--- config.mk ---
export PLATFORM = sky130hd
export DESIGN_NAME = isotp_merge
export DESIGN_NICKNAME = d
export VERILOG_FILES = /design/src/hdl/isotp_pkg.sv /design/src/hdl/isotp_merge.sv
export SDC_FILE = /design/constraint.sdc
export NUM_CORES = 1
export LEC_CHECK = 0
export ABC_CLOCK_PERIOD_IN_PS = 4400
export BUFFER_PORTS_ARGS = -buffer_cell sky130_fd_sc_hd__buf_4
export CELL_PAD_IN_SITES_DETAIL_PLACEMENT = 0
export CELL_PAD_IN_SITES_GLOBAL_PLACEMENT = 2
export CORE_MARGIN = 4
export CORE_UTILIZATION = 23
export DETAILED_ROUTE_END_ITERATION = 12
export PLACE_DENSITY = 0.89
export SKIP_CTS_REPAIR_TIMING = 1
export SLEW_MARGIN = 20
export SYNTH_ARGS = -nofsm -noshare
export SYNTH_HDL_FRONTEND = slang
export SYNTH_SLANG_ARGS = --single-unit
--- constraint.sdc ---
create_clock -name clock -period 4.4 [get_ports clock]
set_clock_uncertainty 0.2 [all_clocks]
set_input_delay 0.22 -clock clock [delete_from_list [all_inputs] [get_ports clock]]
set_output_delay 0.22 -clock clock [all_outputs]
set_load 0.05 [all_outputs]
--- src/hdl/isotp_pkg.sv ---
`default_nettype none
package isotp_pkg;

   // buffer geometry
   localparam int BUFFER_BYTES = 4096;
   localparam int ADDR_W       = 12;
   localparam int LANES        = 8;
   localparam int LANE_BITS    = $clog2(LANES);
   localparam int LANE_ROWS    = (1 << ADDR_W) / LANES;
   localparam int ROW_W        = ADDR_W - LANE_BITS;
   localparam int FRAME_BYTES  = 8;

   // protocol limits
   localparam int SF_MAX  = 7;
   localparam int FF_DATA = 6;
   localparam int CF_DATA = 7;

   // commands
   localparam logic CMD_FRAME = 1'b0;
   localparam logic CMD_READ  = 1'b1;

   // frame kinds (high nibble of byte 0)
   localparam logic [3:0] KIND_SINGLE = 4'h0;
   localparam logic [3:0] KIND_FIRST  = 4'h1;
   localparam logic [3:0] KIND_CONSEC = 4'h2;

   typedef enum logic [2:0] {
      ST_OK          = 3'd0,
      ST_BAD_SINGLE  = 3'd1,
      ST_BAD_FIRST   = 3'd2,
      ST_OVERSIZE    = 3'd3,
      ST_UNEXPECTED  = 3'd4,
      ST_UNSUPPORTED = 3'd5
   } status_type;

   typedef logic [FRAME_BYTES-1:0][7:0] frame_type;

   // buffer write order shared by all lanes
   typedef struct packed {
      logic                 en;
      logic [ADDR_W-1:0]    base;
      logic [LANE_BITS-1:0] count;
      logic                 src_off;   // first payload byte is byte1 (0) or byte2 (1)
   } wr_cmd_type;

   typedef struct packed {
      status_type        status;
      logic [3:0]        kind;
      logic              complete;
      logic [ADDR_W-1:0] received;
      logic [ADDR_W-1:0] total;
      logic              fc_sent;
   } result_type;

   typedef struct packed {
      result_type           res;
      logic                 is_read;
      logic                 rd_ok;
      logic [LANE_BITS-1:0] lane;
   } stage_type;

endpackage
`default_nettype wire

--- src/hdl/isotp_merge.sv ---
`default_nettype none
module isotp_merge
   import isotp_pkg::*;
(
   input  wire logic                       clock,
   input  wire logic                       reset,
   input  wire logic                       s1_valid,
   input  wire stage_type                  s1,
   input  wire logic [LANES-1:0][7:0]      lane_rd,
   output logic                            s1_take,
   output logic                            rsp_tvalid,
   input  wire logic                       rsp_tready,
   output logic [39:0]                     rsp_tdata,
   output logic [3:0]                      rsp_tuser
);

   logic       out_valid_ff;
   result_type out_res_ff;
   logic [7:0] out_rdata_ff;
   logic [7:0] rdata_sel;

   assign s1_take   = s1_valid && (!out_valid_ff || rsp_tready);
   assign rdata_sel = (s1.is_read && s1.rd_ok) ? lane_rd[s1.lane] : 8'h00;

   always_ff @(posedge clock) begin
      if (reset) begin
         out_valid_ff <= 1'b0;
      end else if (s1_take) begin
         out_valid_ff <= 1'b1;
      end else if (rsp_tready) begin
         out_valid_ff <= 1'b0;
      end
   end

   always_ff @(posedge clock) begin
      if (s1_take) begin
         out_res_ff   <= s1.res;
         out_rdata_ff <= rdata_sel;
      end
   end

   assign rsp_tvalid = out_valid_ff;
   assign rsp_tdata  = {3'b000, out_rdata_ff, out_res_ff.fc_sent, out_res_ff.total,
                        out_res_ff.received, out_res_ff.complete, out_res_ff.status};
   assign rsp_tuser  = out_res_ff.kind;

endmodule
`default_nettype wire

==> results.cfg <==
[drt]
drt-met1-wl_mm = 2.17
wire_per_inst_um = 14.1
viasPerCell = 4.12
wl_met2_mm = 2.76
dr_wl_met3_um = 734
drt_iter0_markers = 30
dr.pass1.iters = 4
top_layer = met4
antenna_left = 0
finalWirelength_mm = 5.73
dr_total_vias = 1678
drc_errors = 0

[grt]
grt_pass1_vias = 1533
gr-total-overflow = 0
grt_max_degree = 43
grt_usage_pct = 10.1
grt_first_pass_wirelength_mm = 7.75
antenna_found_initial = 0

[flow_run]
max_cap_viol_count = 0

[hold_path]
hp-class = input pin to register
hold_depth = 4

[final_layout]
area_delta_synth_final_pct = 84.7
antenna_cells = 0
drive_gt1_share_pct = 55.0
n_fill_cell = 773
instances_no_fill = 407
fin_area_um2 = 3570
fin_nets = 407

[floorplan]
die_h_um = 99.7
rows = 33
core_um2 = 8180
num_io_pins = 152
die_w_um = 99.7
initial_utilization_pct = 23.6
die_area_um2 = 9940

[timing]
timing.setup.tns_ps = 0
finalHoldViolCount = 0
setup_viol = 0
rsz0062_at_grt = no
final.period_utilization_pct = 44.6
relSlewSlack_pct = 56.4
fmax_ghz = 0.509
final-max-slew-violation-count = 0
final.min_clock_period_ps = 1960
hold_ws_ps = 259
worst_pin_slew_ps = 652

[yosys]
yosys-top-cells-area = edfxtp_1 (64%), mux2i_1 (17%), a22o_1 (7.2%), nor3_2 (4.1%), buf_4 (1.2%)
syn_area_per_cell_um2 = 16.4
synthFlopType = edfxtp_1
synth-seq-cells = 42
syn_area_um2 = 1930
async_flop_share_pct = 0
ys_seq_area_share_pct = 64.7
synth_edf_count = 41
netlist.top_cell.by_area = edfxtp_1
ys_types = 19
synthesis.instances = 118
yosysWarnings = 0
synth.top_cell.area_share_pct = 63.7
yosysMostFrequentCell = edfxtp_1
synth_common_cells = edfxtp_1 (41), mux2i_1 (32), a22o_1 (16), nor3_2 (8), buf_4 (3)

[clocking]
cts_made_buffers = 5
cts-htree-levels = 2
cts.path.max_buffers = 2
cts_sinks = 42
clock-root-buffer = clkbuf_8
worstSkewPairLatency_ps = 280
cts_tree = done
clk_pin_slew_worst_paths_ps = 80

[outcome]
status = complete, no violations

[setup_path]
crit_fanout = 42
cp_data_required_time_ps = 3980
reg2reg_depth = 2
path_class = register to output port
startpoint_type = register
crit_arrival_ps = 1540
crit_path_end_kind = output port

[power]
p_per_area_nw_per_um2 = 295
vdd_ir_drop_max_v = 0.000115
p_leak_nw = 1.63

[placed_design]
gp_congestion = 0.745
dp_hpwl_mm = 4.57
placed_cell_area_um2 = 3110
port_buffers = 148
placed_cells = 364
where the power goes:
group          leakage, nW  total [mW]  switching [mW]  internal, mW
clock network       0.0579       0.287           0.120         0.167
registers            0.407       0.475         0.00717         0.468
logic                 1.17       0.292           0.156         0.136
through the flow:
step / power [mW] / utilization (%) / setup slack, ps
after floorplan: 0.639 / - / 577
after global placement: 0.750 / 38.0 / 2730
after detailed placement: 0.753 / 38.0 / 2700
after CTS: 1.04 / 39.4 / 2440
after global routing: 1.10 / 43.7 / 2370
final: 1.05 / 43.7 / 2440
metal layers:
metal  vias to the layer above  track usage (%)
met2                       115             17.0
li1                        820                -
met4                         0             3.78
met3                         6             4.14
met1                       737             11.3
met5                         -                0
placed cells by master, fill, tap and decap left out, drive strengths merged:
master	count
a21oi	1
nand2	1
clkbuf	5
edfxtp	41
mux2i	32
bufinv	1
buf	149
and2	1
clkinv	2
conb	3
nor2b	2
inv	1
dfxtp	1
a21boi	1
nor2	2
dlygate4sd3	35
nor3	8
a22o	16
worst paths after layout:
kind / startpoint / to / slack, ps
worst max-delay path: rsp_tvalid / s1_take / 2440
worst min-delay path: lane_rd[16] / out_rdata_ff[0] / 260
worst max register to register: rsp_tvalid / rsp_tdata[9] / 2880
worst min register to register: rsp_tvalid / out_rdata_ff[0] / 790
critical path, stage by stage, from the launching register on:
cell and delay [ps]:
dfxtp_1 350, a21boi_4 140, buf_4 450, buf_4 300
cell families after synthesis:
family	Yosys count	synth area share [%]
AOI/OAI and AO/OA	18	7.90
muxes	32	16.6
and+or+nand+nor	14	5.70
other	1	0.194
buffers and inverters	11	4.92
DFF	42	64.7
state kept, by name (all words and copies together) (netlist names):
name          flops
rsp_tvalid        1
rsp_tdata        29
rsp_tuser         4
out_rdata_ff      8
layout make-up:
cell class              instances  area [µm²]  area share (%)
clock inverters                 3        40.0            1.12
clock buffers                   5        68.8            1.93
well taps                     105         131            3.68
flip-flops and latches         42        1250            35.1
repair buffers                184        1470            41.1
multi-input cells              67         606            17.0
inverters                       1        3.75           0.105
No activity file was read; power rests on OpenSTA's default activity.
