[config.mk]
export PLATFORM = sky130hd
export DESIGN_NAME = isotp_ctrl
export DESIGN_NICKNAME = d
export VERILOG_FILES = /design/src/hdl/isotp_pkg.sv /design/src/hdl/isotp_ctrl.sv
export SDC_FILE = /design/constraint.sdc
export NUM_CORES = 1
export LEC_CHECK = 0
export ABC_AREA = 1
export BUFFER_PORTS_ARGS = -buffer_cell sky130_fd_sc_hd__buf_2
export CELL_PAD_IN_SITES_DETAIL_PLACEMENT = 1
export CELL_PAD_IN_SITES_GLOBAL_PLACEMENT = 2
export CORE_MARGIN = 4
export CORE_UTILIZATION = 25
export CTS_BUF_LIST = sky130_fd_sc_hd__clkbuf_2 sky130_fd_sc_hd__clkbuf_4 sky130_fd_sc_hd__clkbuf_8
export CTS_CLUSTER_DIAMETER = 200
export DETAILED_ROUTE_END_ITERATION = 12
export PLACE_DENSITY = 0.81
export RECOVER_POWER = 50
export SLEW_MARGIN = 5
export SYNTH_ARGS = -nofsm -noshare
export SYNTH_HDL_FRONTEND = slang
export SYNTH_SLANG_ARGS = --single-unit
[constraint.sdc]
create_clock -name clock -period 5.9 [get_ports clock]
set_input_delay 1.475 -clock clock [delete_from_list [all_inputs] [get_ports clock]]
set_output_delay 1.475 -clock clock [all_outputs]
set_load 0.01 [all_outputs]
[src/hdl/isotp_pkg.sv]
`default_nettype none
package isotp_pkg;

   // buffer geometry
   localparam int BUFFER_BYTES = 4096;
   localparam int ADDR_W       = 12;
   localparam int LANES        = 8;
   localparam int LANE_BITS    = $clog2(LANES);
   localparam int LANE_ROWS    = (1 << ADDR_W) / LANES;
   localparam int ROW_W        = ADDR_W - LANE_BITS;
   localparam int FRAME_BYTES  = 8;

   // protocol limits
   localparam int SF_MAX  = 7;
   localparam int FF_DATA = 6;
   localparam int CF_DATA = 7;

   // commands
   localparam logic CMD_FRAME = 1'b0;
   localparam logic CMD_READ  = 1'b1;

   // frame kinds (high nibble of byte 0)
   localparam logic [3:0] KIND_SINGLE = 4'h0;
   localparam logic [3:0] KIND_FIRST  = 4'h1;
   localparam logic [3:0] KIND_CONSEC = 4'h2;

   typedef enum logic [2:0] {
      ST_OK          = 3'd0,
      ST_BAD_SINGLE  = 3'd1,
      ST_BAD_FIRST   = 3'd2,
      ST_OVERSIZE    = 3'd3,
      ST_UNEXPECTED  = 3'd4,
      ST_UNSUPPORTED = 3'd5
   } status_type;

   typedef logic [FRAME_BYTES-1:0][7:0] frame_type;

   // buffer write order shared by all lanes
   typedef struct packed {
      logic                 en;
      logic [ADDR_W-1:0]    base;
      logic [LANE_BITS-1:0] count;
      logic                 src_off;   // first payload byte is byte1 (0) or byte2 (1)
   } wr_cmd_type;

   typedef struct packed {
      status_type        status;
      logic [3:0]        kind;
      logic              complete;
      logic [ADDR_W-1:0] received;
      logic [ADDR_W-1:0] total;
      logic              fc_sent;
   } result_type;

   typedef struct packed {
      result_type           res;
      logic                 is_read;
      logic                 rd_ok;
      logic [LANE_BITS-1:0] lane;
   } stage_type;

endpackage
`default_nettype wire

[src/hdl/isotp_ctrl.sv]
`default_nettype none
module isotp_ctrl
   import isotp_pkg::*;
(
   input  wire logic      clock,
   input  wire logic      reset,
   input  wire logic      accept,
   input  wire logic      command,
   input  wire frame_type frame,
   output result_type     res,
   output wr_cmd_type     wr
);

   logic [ADDR_W-1:0]    rc_ff, rc_in;
   logic [ADDR_W-1:0]    al_ff, al_in;
   logic                 cf_ff, cf_in;
   status_type           status;
   logic [3:0]           kind;
   logic                 fc;
   logic [3:0]           sf_len;
   logic [ADDR_W:0]      ff_len;
   logic [ADDR_W-1:0]    remaining;
   logic [LANE_BITS-1:0] chunk;
   logic [ADDR_W-1:0]    cf_rc;

   assign sf_len    = frame[0][3:0];
   assign ff_len    = {1'b0, frame[0][3:0], frame[1]};
   assign remaining = (al_ff > rc_ff) ? (al_ff - rc_ff) : '0;
   assign chunk     = (remaining > ADDR_W'(CF_DATA)) ? LANE_BITS'(CF_DATA)
                                                     : remaining[LANE_BITS-1:0];
   assign cf_rc     = rc_ff + ADDR_W'(chunk);

   always_comb begin
      status = ST_OK;
      kind   = (command == CMD_FRAME) ? frame[0][7:4] : 4'h0;
      fc     = 1'b0;
      rc_in  = rc_ff;
      al_in  = al_ff;
      cf_in  = cf_ff;
      wr     = '0;
      if (command == CMD_FRAME) begin
         unique case (kind)
            KIND_SINGLE: begin
               if (sf_len > 4'(SF_MAX)) begin
                  status = ST_BAD_SINGLE;
               end else begin
                  wr.en    = 1'b1;
                  wr.count = sf_len[LANE_BITS-1:0];
                  rc_in    = ADDR_W'(sf_len);
                  al_in    = ADDR_W'(sf_len);
                  cf_in    = 1'b1;
               end
            end
            KIND_FIRST: begin
               if (ff_len > (ADDR_W+1)'(BUFFER_BYTES)) begin
                  status = ST_OVERSIZE;
               end else if (ff_len < (ADDR_W+1)'(FF_DATA + 1)) begin
                  status = ST_BAD_FIRST;
               end else begin
                  wr.en      = 1'b1;
                  wr.count   = LANE_BITS'(FF_DATA);
                  wr.src_off = 1'b1;
                  rc_in      = ADDR_W'(FF_DATA);
                  al_in      = ff_len[ADDR_W-1:0];
                  cf_in      = 1'b0;
                  fc         = 1'b1;
               end
            end
            KIND_CONSEC: begin
               if (al_ff == '0 || cf_ff) begin
                  status = ST_UNEXPECTED;
               end else begin
                  wr.en    = 1'b1;
                  wr.base  = rc_ff;
                  wr.count = chunk;
                  rc_in    = cf_rc;
                  cf_in    = (cf_rc >= al_ff);
               end
            end
            default: begin
               status = ST_UNSUPPORTED;
            end
         endcase
      end
   end

   always_ff @(posedge clock) begin
      if (reset) begin
         rc_ff <= '0;
         al_ff <= '0;
         cf_ff <= 1'b0;
      end else if (accept) begin
         rc_ff <= rc_in;
         al_ff <= al_in;
         cf_ff <= cf_in;
      end
   end

   assign res.status   = status;
   assign res.kind     = kind;
   assign res.complete = cf_in;
   assign res.received = rc_in;
   assign res.total    = al_in;
   assign res.fc_sent  = fc;

`ifndef SYNTH
   a_complete_full: assert property (@(posedge clock) disable iff (reset)
      cf_ff |-> (rc_ff == al_ff))
      else $error("complete flag set with bytes outstanding");

   a_count_bound: assert property (@(posedge clock) disable iff (reset)
      rc_ff <= al_ff)
      else $error("received count beyond announced length");

   a_active_min: assert property (@(posedge clock) disable iff (reset)
      (al_ff != '0 && !cf_ff) |-> (rc_ff >= ADDR_W'(FF_DATA)))
      else $error("active reception without first frame payload");
`endif

endmodule
`default_nettype wire

==> results by group <==
Detailed routing
  • Total Routed Length: 13700 um
  • Wire length per cell: 16.0 um
  • Antenna viol nets, final: 0
  • Vias per cell: between 4 and 5
  • 1st-iter DRT viols: ~160
  • Via count: 4031
  • Drt pass-1 iters: 4
  • Remaining DRCs: 0

Placement
  • Detail Placement HPWL: 10500 um
  • Final GP Congestion: 0.829
  • Buffers on Ports: roughly 70

CTS
  • Worst-skew pair later-pin latency: just under 300 ps
  • Root Buffer: clkbuf_8
  • Max H-tree Level: 1
  • CTS clk-pin slew, worst paths: 110 ps
  • CTS tree: yes
  • Max Root-Sink Buffers: 2
  • Num CTS Buffers: 3
  • Clock tree sinks: 25

Hold path
  • Hold_sp: rc_ff[11]
  • Hold path endpoint: rc_ff[11]
  • Hold Path Class: reg2reg
  • Hold path depth: 4

Logic synthesis
  • Seq/Total Area, Yosys: between 15 and 20%
  • Syn_nets: ~660
  • Ys async rst share: 0%
  • EDFF count, synth: 0
  • Synth Register Bits: 25
  • Post-synthesis cell count: ~560
  • Avg Cell Area, Syn: ~5.7 sq um
  • Post-synthesis instance area: roughly 3200 sq um
  • Ys flop type: dfxtp_1
  • Yosys cell types: 36
  • Warnings, synthesis: 0

Pwr
  • Power Density: between 150 and 200 nW/um^2
  • Max IR drop VDD: approximately 0.000068 V
  • Total power: 0.834 mW
  • Leak pwr: roughly 2.6 nW

Timing
  • # setup viols final: 1
  • Clock period minus worst slack: a little under 6000 ps
  • Fmax: ~0.17 GHz
  • RSZ-0062 raised after global routing: yes
  • Slew @ Worst Pin: approximately 1100 ps
  • Worst Skew: 8.17 ps
  • Slew margin rel.: 28.9%
  • Slew Limit Fails: 0
  • Tcrit/Tclk final: 101%
  • Final worst slack: -31.2 ps
  • Final Hold Fails: 0

Status
  • Failing checks: setup timing
  • Status: finished with violations

Floorplan
  • Starting density of the core: 26.0%
  • Num rows: 40
  • Die X: between 100 and 150 um
  • Overall die height: roughly 120 um
  • Core Area: about 12000 sq um
  • Die area: 14600 sq um
  • Top-Level Pins: 118

Worst setup path
  • Reg-to-Reg Start: al_ff[0]
  • R2R setup slack: 1640 ps
  • Setup crit end kind: output port
  • CP peak stage delay: around 350 ps
  • Worst R2R Path Depth: 37
  • CP Data Required Time: approximately 4400 ps
  • CP Max Fanout: 3
  • Startpoint Class: flip-flop
  • Crit Reg-Reg Endpoint: cf_ff
  • CP max-delay cell: dfxtp_2
  • Cell mode on critical path: nand2_2
  • WP data arrival: 4460 ps
  • Crit path kind: reg2out

Finish
  • Area of the multi-input gates: around 2500 sq um
  • Share of layout cells above drive strength 1: approximately 37%
  • Reg area: 517 sq um
  • Final #Nets: ~790
  • Inserted Diodes: 0
  • Area Growth Syn to Fin: 47.0%
  • Layout Utilization: 38.2%
  • Layout fillers: about 1.6k

GRT
  • Grt total ovfl: 0
  • Gr usage total: about 18%
  • Number of antenna violations at the first check in global routing: 0
  • First-pass GRT wire length: roughly 21000 um
  • Vias in the first global route: 4285
  • Largest net degree at the start of global routing: 30

Flow run
  • Max-Cap Viols: 0
-- cells in the final DEF, fill, tap and decap left out, types with 2 or more instances in the layout --
master,count
nor2_1,26
nand3b_1,5
nor4_1,2
nor2_2,4
nor3_1,5
o21ai_2,2
o21ai_0,12
buf_6,2
nand4_1,13
xor2_2,3
fa_2,2
nand2_2,24
clkbuf_8,3
xnor2_1,2
dfxtp_4,2
nand2_1,136
dfxtp_2,7
ha_4,13
nor2_4,9
o21bai_1,2
inv_2,14
dfxtp_1,16
a21oi_2,8
nand3_4,2
inv_1,106
buf_4,75
a21oi_1,31
o211ai_1,8
nand3_1,41
nor3_2,3
nand2_4,5
buf_2,68
ha_1,14
nand3_2,7
xor2_1,3
o21ai_1,6
-- cell type report --
cell class	instances	share of cell area (%)
repair buffers	145	19.8
clock buffers	4	1.04
inverters	121	9.75
multi-input cells	393	53.9
flip-flops and latches	25	11.0
well taps	168	4.49
-- per-layer routing --
metal  track usage [%]  routed length [um]
met1              23.2                5980
met2              32.4                6950
met3              1.77                 467
met4              5.74                 274
met5                 0                   0
-- worst max path at each step --
stage	from	endpoint	slack (ps)	depth (start not counted)
after global placement	al_ff[0]	res[25]	-120	35
after floorplan	al_ff[0]	res[25]	340	35
after global routing	rc_ff[9]	res[25]	-380	33
after detailed placement	al_ff[0]	res[25]	-230	35
after CTS	al_ff[0]	res[25]	-180	36
final	al_ff[0]	res[25]	-30	36
-- power by group --
group	internal, mW	switching [mW]	leakage (nW)
Clock	0.0534	0.0689	0.0262
Combinational	0.219	0.300	2.40
Sequential	0.181	0.0124	0.210
-- synth_stat cells (all sizes together), types with 6 or more instances --
cell | instances | area, sq um
inv | 121 | 454
nor2 | 39 | 171
nor3 | 8 | 50.1
nand2 | 165 | 627
clkbuf | 7 | 26.3
dfxtp | 25 | 500
xor2 | 6 | 52.6
a21oi | 39 | 203
ha | 27 | 338
o211ai | 8 | 60.1
nand4 | 13 | 81.3
buf | 12 | 96.3
o21ai | 20 | 108
nand3 | 50 | 260
-- registers in the layout (all words and copies together) (netlist names) --
register,count
cf_ff,1
rc_ff,12
al_ff,12
-- cell families (layout without fill, tap and decap cells) --
| logic type | after synthesis | count (layout) | share of synthesized area [%] |
|---|---|---|---|
| buf+inv | 140 | 270 | 18.1 |
| fa+ha+maj | 29 | 29 | 11.9 |
| simple gates | 282 | 282 | 38.9 |
| xor+xnor | 8 | 8 | 2.20 |
| compound gates | 74 | 74 | 13.2 |
| flops | 25 | 25 | 15.7 |
-- worst max-delay path: cells and delay by family, from the launching register on --
kind	cells	cell delay, ps
simple gates	22	1810
fa+ha+maj	5	1190
flops	1	350
buf+inv	7	570
compound gates	2	280
-- metrics by stage --
step | instances | TNS [ps] | hold slack [ps] | worst slack (ps) | cell area (sq um)
finish | 856 | -31.2 | 596 | -31.2 | 4690
CTS | 848 | -234 | 601 | -175 | 4350
detailed placement | 834 | -232 | 575 | -232 | 4060
global route | 856 | -595 | 660 | -377 | 4690
floorplan | 558 | 0 | 535 | 336 | 3190
global placement | 834 | -117 | 556 | -117 | 4060
-- repair_timing --
action                                  CTS  global route
pin swaps                                23            45
hold buffers                              0             0
setup buffers                            10             9
endpoints found under the setup margin    1             2
gates resized for setup                  41            67
No activity file was read; power rests on OpenSTA's default activity.
